--- src/rtl/ptq_pkg.sv ---
package ptq_pkg;

  localparam int QUEUE_DEPTH = 16;
  localparam int TIME_BITS   = 48;
  localparam int CNT_W       = $clog2(QUEUE_DEPTH + 1);

  localparam logic [1:0] OP_SCHEDULE = 2'd0;
  localparam logic [1:0] OP_TICK     = 2'd1;
  localparam logic [1:0] OP_POLL     = 2'd2;

  localparam logic [1:0] KIND_ONCE  = 2'd0;
  localparam logic [1:0] KIND_RATE  = 2'd1;
  localparam logic [1:0] KIND_DELAY = 2'd2;
  localparam logic [1:0] KIND_BAD   = 2'd3;

  typedef struct packed {
    logic [1:0]  op;
    logic [1:0]  kind;
    logic [7:0]  task_id;
    logic [23:0] first_delay;
    logic [23:0] repeat_period;
  } in_word_t;

  typedef struct packed {
    logic       accepted;
    logic       fired;
    logic [7:0] fired_task;
    logic [1:0] fired_kind;
    logic [4:0] pending_count;
  } out_word_t;

  typedef struct packed {
    logic [TIME_BITS-1:0] due;
    logic [7:0]           task_id;
    logic [1:0]           kind;
    logic [23:0]          period;
  } entry_t;

  typedef struct packed {
    logic insert;
    logic pop;
  } cell_ctl_t;

  typedef enum logic {
    ST_IDLE,
    ST_REARM
  } state_t;

endpackage

--- src/rtl/periodic_task_timer_queue.sv ---
// result: the result word is registered in the cycle after the input word is taken
// throughput: one word per cycle while the result word is taken; a poll that re-arms a
// periodic task holds the input for the pop through the cell chain and then the sorted insert of the re-armed task
// the result register frees in the same cycle it is read, so outside a re-arm a new word may enter then
// reset (rst_n low, synchronous) empties the queue and clears the tick count;
// cell contents are left as they are

module periodic_task_timer_queue (
  input  logic               clk,
  input  logic               rst_n,
  input  logic               in_valid,
  output logic               in_ready,
  input  ptq_pkg::in_word_t  in_data,
  output logic               out_valid,
  input  logic               out_ready,
  output ptq_pkg::out_word_t out_data
);

  ptq_pkg::state_t state_r, state_nxt;
  logic [ptq_pkg::TIME_BITS-1:0] now_r, now_nxt;
  logic [ptq_pkg::CNT_W-1:0]     count_r, count_nxt;
  ptq_pkg::entry_t               rearm_r, rearm_nxt;
  logic                          out_valid_r, out_valid_nxt;
  ptq_pkg::out_word_t            out_data_r, out_data_nxt;

  ptq_pkg::cell_ctl_t ctl;
  ptq_pkg::entry_t    new_entry;
  ptq_pkg::entry_t    sched_entry;
  ptq_pkg::entry_t    cell_q [ptq_pkg::QUEUE_DEPTH];
  logic               keep   [ptq_pkg::QUEUE_DEPTH];
  ptq_pkg::entry_t    head;
  logic               in_fire;
  logic               head_due;
  logic               head_periodic;

  assign in_ready  = (state_r == ptq_pkg::ST_IDLE) && (!out_valid_r || out_ready);
  assign in_fire   = in_valid && in_ready;
  assign out_valid = out_valid_r;
  assign out_data  = out_data_r;

  assign head          = cell_q[0];
  assign head_due      = (count_r != '0) && (head.due <= now_r);
  assign head_periodic = (head.kind == ptq_pkg::KIND_RATE) ||
                         (head.kind == ptq_pkg::KIND_DELAY);

  always_comb begin
    sched_entry.due     = now_r + ptq_pkg::TIME_BITS'(in_data.first_delay);
    sched_entry.task_id = in_data.task_id;
    sched_entry.kind    = in_data.kind;
    sched_entry.period  = in_data.repeat_period;
  end

  assign new_entry = (state_r == ptq_pkg::ST_REARM) ? rearm_r : sched_entry;

  // cell chain, slot 0 holds the earliest task
  for (genvar i = 0; i < ptq_pkg::QUEUE_DEPTH; i++) begin : g_cell
    ptq_pkg::entry_t left_e;
    ptq_pkg::entry_t right_e;
    logic            left_k;

    if (i == 0) begin : g_first
      assign left_e = new_entry;
      assign left_k = 1'b1;
    end else begin : g_rest
      assign left_e = cell_q[i-1];
      assign left_k = keep[i-1];
    end

    if (i == ptq_pkg::QUEUE_DEPTH - 1) begin : g_last
      assign right_e = cell_q[i];
    end else begin : g_inner
      assign right_e = cell_q[i+1];
    end

    ptq_cell u_cell (
      .clk         (clk),
      .ctl         (ctl),
      .new_entry   (new_entry),
      .left_entry  (left_e),
      .right_entry (right_e),
      .left_keep   (left_k),
      .occupied    (ptq_pkg::CNT_W'(i) < count_r),
      .entry       (cell_q[i]),
      .keep        (keep[i])
    );
  end

  // next state
  always_comb begin
    state_nxt = state_r;
    unique case (state_r)
      ptq_pkg::ST_IDLE: begin
        if (in_fire && (in_data.op == ptq_pkg::OP_POLL) && head_due && head_periodic) begin
          state_nxt = ptq_pkg::ST_REARM;
        end
      end
      ptq_pkg::ST_REARM: begin
        state_nxt = ptq_pkg::ST_IDLE;
      end
      default: state_nxt = ptq_pkg::ST_IDLE;
    endcase
  end

  // outputs and datapath
  always_comb begin
    ctl           = '0;
    now_nxt       = now_r;
    count_nxt     = count_r;
    rearm_nxt     = rearm_r;
    out_data_nxt  = out_data_r;
    out_valid_nxt = out_valid_r && !out_ready;
    unique case (state_r)
      ptq_pkg::ST_IDLE: begin
        if (in_fire) begin
          out_valid_nxt = 1'b1;
          out_data_nxt  = '0;
          case (in_data.op)
            ptq_pkg::OP_SCHEDULE: begin
              if ((in_data.kind != ptq_pkg::KIND_BAD) &&
                  (count_r < ptq_pkg::CNT_W'(ptq_pkg::QUEUE_DEPTH))) begin
                ctl.insert            = 1'b1;
                count_nxt             = count_r + 1'b1;
                out_data_nxt.accepted = 1'b1;
              end
            end
            ptq_pkg::OP_TICK: begin
              now_nxt = now_r + 1'b1;
            end
            ptq_pkg::OP_POLL: begin
              if (head_due) begin
                ctl.pop                 = 1'b1;
                count_nxt               = count_r - 1'b1;
                out_data_nxt.fired      = 1'b1;
                out_data_nxt.fired_task = head.task_id;
                out_data_nxt.fired_kind = head.kind;
                rearm_nxt               = head;
                rearm_nxt.due           = (head.kind == ptq_pkg::KIND_RATE) ?
                                          head.due + ptq_pkg::TIME_BITS'(head.period) :
                                          now_r + ptq_pkg::TIME_BITS'(head.period);
              end
            end
            default: begin
            end
          endcase
          // re-armed task is counted as soon as it is popped
          if ((in_data.op == ptq_pkg::OP_POLL) && head_due && head_periodic) begin
            out_data_nxt.pending_count = 5'(count_r);
          end else begin
            out_data_nxt.pending_count = 5'(count_nxt);
          end
        end
      end
      ptq_pkg::ST_REARM: begin
        ctl.insert = 1'b1;
        count_nxt  = count_r + 1'b1;
      end
      default: begin
      end
    endcase
  end

  always_ff @(posedge clk) begin
    if (!rst_n) begin
      state_r     <= ptq_pkg::ST_IDLE;
      now_r       <= '0;
      count_r     <= '0;
      out_valid_r <= 1'b0;
    end else begin
      state_r     <= state_nxt;
      now_r       <= now_nxt;
      count_r     <= count_nxt;
      out_valid_r <= out_valid_nxt;
    end
  end

  always_ff @(posedge clk) begin
    rearm_r    <= rearm_nxt;
    out_data_r <= out_data_nxt;
  end

endmodule

--- src/rtl/ptq_cell.sv ---
module ptq_cell (
  input  logic               clk,
  input  ptq_pkg::cell_ctl_t ctl,
  input  ptq_pkg::entry_t    new_entry,
  input  ptq_pkg::entry_t    left_entry,
  input  ptq_pkg::entry_t    right_entry,
  input  logic               left_keep,
  input  logic               occupied,
  output ptq_pkg::entry_t    entry,
  output logic               keep
);

  ptq_pkg::entry_t entry_r;
  ptq_pkg::entry_t entry_nxt;

  // entries at or before the new due time stay put, keeping equal times in arrival order
  assign keep  = occupied && (entry_r.due <= new_entry.due);
  assign entry = entry_r;

  always_comb begin
    entry_nxt = entry_r;
    if (ctl.insert) begin
      if (!keep) begin
        entry_nxt = left_keep ? new_entry : left_entry;
      end
    end else if (ctl.pop) begin
      entry_nxt = right_entry;
    end
  end

  always_ff @(posedge clk) begin
    entry_r <= entry_nxt;
  end

endmodule

--- config.mk ---
export PLATFORM = sky130hd
export DESIGN_NAME = periodic_task_timer_queue
export DESIGN_NICKNAME = d
export VERILOG_FILES = /design/src/rtl/ptq_pkg.sv /design/src/rtl/periodic_task_timer_queue.sv /design/src/rtl/ptq_cell.sv
export SDC_FILE = /design/constraint.sdc
export NUM_CORES = 2
export LEC_CHECK = 0
export ABC_AREA = 1
export BUFFER_PORTS_ARGS = -buffer_cell sky130_fd_sc_hd__buf_2
export CAP_MARGIN = 10
export CORE_MARGIN = 8
export CORE_UTILIZATION = 30
export CTS_CLUSTER_DIAMETER = 100
export CTS_CLUSTER_SIZE = 28
export DETAILED_ROUTE_END_ITERATION = 10
export GPL_TIMING_DRIVEN = 0
export PLACE_DENSITY = 0.56
export SKIP_LAST_GASP = 1
export SYNTH_ARGS = -nofsm -noshare
export SYNTH_HDL_FRONTEND = slang
export SYNTH_HIERARCHICAL = 1
export SYNTH_SLANG_ARGS = --single-unit
--- constraint.sdc ---
create_clock -name clk -period 7.2 [get_ports clk]
set_input_delay 0.72 -clock clk [delete_from_list [all_inputs] [get_ports clk]]
set_output_delay 0.72 -clock clk [all_outputs]
set_load 0.05 [all_outputs]
# --- Word-level counts from Yosys, hierarchy flattened ---
# Index checks and enable logic that the tools add are counted.
word_totals:
  reg_bits: 1466
  input_bits: 64
  output_inout_bits: 19
  wordCells: 273
op_classes:
  addsub: 6
  magnitude_cmp: 34
  n_eq_ne: 21
  mux: 80
  bitwise_logic: 2
  n_reduce_logical: 53
ops:
  columns: ["op", "count"]
  rows:
  - ["$mux W82", 61]
  - ["$le A48 B48 Y1", 17]
  - ["$add A48 B24 Y48", 3]
  - ["$add A48 B1 Y48 const B", 1]
  - ["$mux W48", 1]
  - ["$lt A4 B5 Y1 const A", 8]
  - ["$reduce_and A2 Y1", 18]
  - ["$ne A2 B2 Y1 const B", 17]
  - ["$logic_and A1 B1 Y1", 26]
  - ["$lt A3 B5 Y1 const A", 4]
  - ["$mux W5", 4]
  - ["$pmux W5 S2", 2]
  - ["$mux W11", 1]
  - ["$lt A1 B5 Y1 const A", 2]
  - ["$lt A2 B5 Y1 const A", 2]
  - ["$mux W1", 8]
  - ["$add A5 B1 Y5 const B", 1]
  - ["$lt A5 B5 Y1 const B", 1]
  - ["$reduce_bool A5 Y1", 1]
  - ["$sub A5 B1 Y5 const B", 1]
  - ["$eq A2 B1 Y1 const B", 2]
  - ["$eq A2 B2 Y1 const B", 2]
  - ["$pmux W1 S2", 2]
  - ["$reduce_and A4 Y1", 1]
  - ["other kinds (7)", 10]

# --- Longest topological paths before layout ---
logic_depth:
  ltp_word: 9
  depth_mapped: 34
  mapped_depth_nobuf: 32

# --- Modules after synthesis ---
# The synthesis kept the hierarchy.
modules_own_cells:
  columns: ["mod", "n_inst", "cells_per_inst", "area_each_um2", "seq_area_each_um2"]
  rows:
  - ["ptq_cell", 16, 673, 5435.2, 2462.4]
  - ["periodic_task_timer_queue", 1, 1792, 12806.0, 4073.9]

# --- Worst setup path after synthesis ---
# Ideal clock, no wire load.
synth_path:
  path_type: "input to register"
  from: "input in_data[24] (netlist name)"
  to: "register g_cell[6].u_cell.entry_r (netlist bit g_cell[6].u_cell/entry[0]), enable pin"
  setup_time_ns: 0.443
  arrival_ns: 7.071
  required_time_ns: 6.757
  slack_ns: -0.314
  cell_stages: 28
  path_buffers: 0
  path_cell_list: "ha_1 -> inv_1 -> fa_1 -> inv_1 -> nand2_1 -> o21ai_1 -> nand2_1 -> nand2b_2 -> a21oi_1 -> o21ai_2 -> nand2_1 -> nor2_1 -> xor2_1 -> o21ai_0 -> inv_1 -> ha_1 -> nand2_2 -> nor2_4 -> nand3_2 -> nor2_4 -> inv_2 -> nor2_4 -> nand2_2 -> nand3_2 -> nand2_1 -> nand2_1 -> nand2_1 -> nand2_1"
synth_lines:
  columns: ["item", "line", "source"]
  rows:
  - ["start, declared", "periodic_task_timer_queue.sv:13", "input ptq_pkg::in_word_t in_data,"]
  - ["end signal, assigned", "ptq_cell.sv:32", "entry_r <= entry_nxt;"]
  - ["end, declared", "ptq_cell.sv:13", "ptq_pkg::entry_t entry_r;"]

==> flow_summary.yaml <==
sta:
  skew_ps: 49.7
  tightest_slew_ps: 1160
  setup_viol: 0
  holdWs_ps: 253
  rsz0062_at_grt: "no"
  fmax_mhz: 144
  slew-limit-headroom_pct: 23.0
  drv_slew: 0
  fin_crit_sh_pct: 96.8
  hold_viol: 0
  fin_crit_ps: 6970
  finalWorstSetupSlack_ps: 234
routing:
  post-route-drc-count: 0
  routed_wl_mm: 353
  wire_per_inst_um: 20.5
  ant_nets: 0
  via_count: 87852
  drt_iter0_markers: 8732
  dr.pass1.iters: 6
  viasPerCell: 5.09
finish:
  nets: 13728
  syn_to_final_growth_pct: 10.8
  final_cell_mix: "2,713 x nand2_1, 2,589 x o21ai_0, 1,620 x nor2_1"
  final_common_cell: "nand2_1"
  n_fill_cell: 35007
  final_area_um2: 111000
  layout-drive-gt1-share_pct: 6.86
status:
  status: "finished, final reports clean"
cts:
  h-tree-depth: 3
  worstSkewPairLatency_ps: 790
  cts_tree: "done"
  cts_root_buf: "clkbuf_16"
  clock_path_buffers: 3
  clk_pin_slew_ps: 110
  cts_made_buffers: 80
  clock-sinks: 1466
setup_path:
  cp_data_arrival_time_ps: 7500
  cpMostUsedCell: "nand2_1"
  crit_path_end_kind: "flip-flop"
  slowest_stage: "dfxtp_1"
  path_class: "flip-flop to flip-flop"
  start_kind: "flip-flop"
  cp.required_ps: 7730
  crit_fanout: 22
  slowest_delay_ps: 450
placed_design:
  place_area_um2: 108000
  hpwl_mm: 281
  pre_cts_ws_ps: -401
  gp_congestion: 0.950
  port_buffers: 82
synthesis:
  yosysWarnings: 6
  syn-instance-count: 12559
  syn_area_um2: 99800
  post_synth.cell_area_avg_um2: 7.94
grt:
  grt_pass1_wl_mm: 527
  grt_start_max_net_pins: 56
  grt-ovfl-total: 0
  antenna_found_initial: 37
  grt_pass1_vias: 84849
  grt.total_usage_pct: 19.4
floorplan:
  start_util_pct: 30.2
  io_pins: 83
  core_um2: 331000
  fp.dieW_um: 593
  rows: 211
  dieHeight_um: 593
  die_area_um2: 351000
power:
  powerDensity_nw_per_um2: 163
  p_leak_nw: 44.4
  ir_drop_mv: 0.231
run:
  cap_violations: 0
hold_path:
  hold_path.class: "primary input to flip-flop"
## report_power, final
part,internal (mW),leakage (nW),switching [mW]
Clock,2.50,1.38,3.47
Sequential,9.65,13.4,0.218
Combinational,0.659,29.7,1.55
Total,12.8,44.4,5.23
## registers in the layout, indices dropped and copies added, names as in the netlist
name / count
g_cell.u_cell/entry: 1312
rearm_r: 82
now_r: 48
out_data: 17
count_r: 5
out_valid: 1
state_r: 1
## critical path, delay by kind of cell, from the launching register on
family	cells	cell delay, ps
xor gates and xnor gates	1	160
buffers and inverters	9	1590
adders and majority gates	3	860
AOI/OAI and AO/OA	4	1050
DFF	1	450
and+or+nand+nor	17	2580
## path summary, 6_finish.rpt
kind / from / endpoint / slack (ps) / cells past startpoint
setup / recovery: now_r[0]$_SDFFE_PN0P_ / g_cell[9].u_cell/entry[30]$_DFFE_PP_ / 230 / 34
hold / removal: rst_n / now_r[7]$_SDFFE_PN0P_ / 250 / 3
setup reg to reg: now_r[0]$_SDFFE_PN0P_ / g_cell[9].u_cell/entry[30]$_DFFE_PP_ / 230 / 34
hold reg to reg: g_cell[0].u_cell/entry[33]$_DFFE_PP_ / rearm_r[33]$_DFFE_PP_ / 530 / 0
## timing repair
item | CTS | global route
endpoints found under the hold margin | 0 | 0
hold buffers | 0 | 0
setup buffers | 0 | 2
pin swaps | 0 | 1
endpoints found under the setup margin | 2 | 1076
resized for setup | 1 | 8
## cell type report
cell class	count	area [um^2]	share of cell area [%]
timing repair buffer	151	1870	1.69
clock buffer	87	2130	1.93
antenna	29	72.6	0.0656
sequential	1466	43500	39.3
inverter	1294	4860	4.40
clock inverter	53	724	0.655
buffer	600	2540	2.29
multi-input combinational	9200	49400	44.7
tap	4366	5460	4.94
## routing by layer
layer | up-vias | GRT usage, % | wire length, um
met1 | 42023 | 27.0 | 161000
li1 | 42667 | - | -
met4 | 10 | 4.82 | 8660
met2 | 2761 | 31.1 | 159000
met3 | 391 | 3.34 | 24400
met5 | - | 0 | 66
## stage by stage
stage / util (%) / cells / setup TNS [ps] / power, mW
after CTS: 33.4 / 17214 / 0 / 18.1
after floorplan: - / 12560 / 0 / 11.4
after detailed placement: 32.5 / 17074 / -171100 / 12.2
after global routing: 33.4 / 17230 / 0 / 18.7
after global placement: 31.9 / 17008 / - / 12.2
final: 33.4 / 17246 / 0 / 18.0
(Power assumes the default switching activity.)
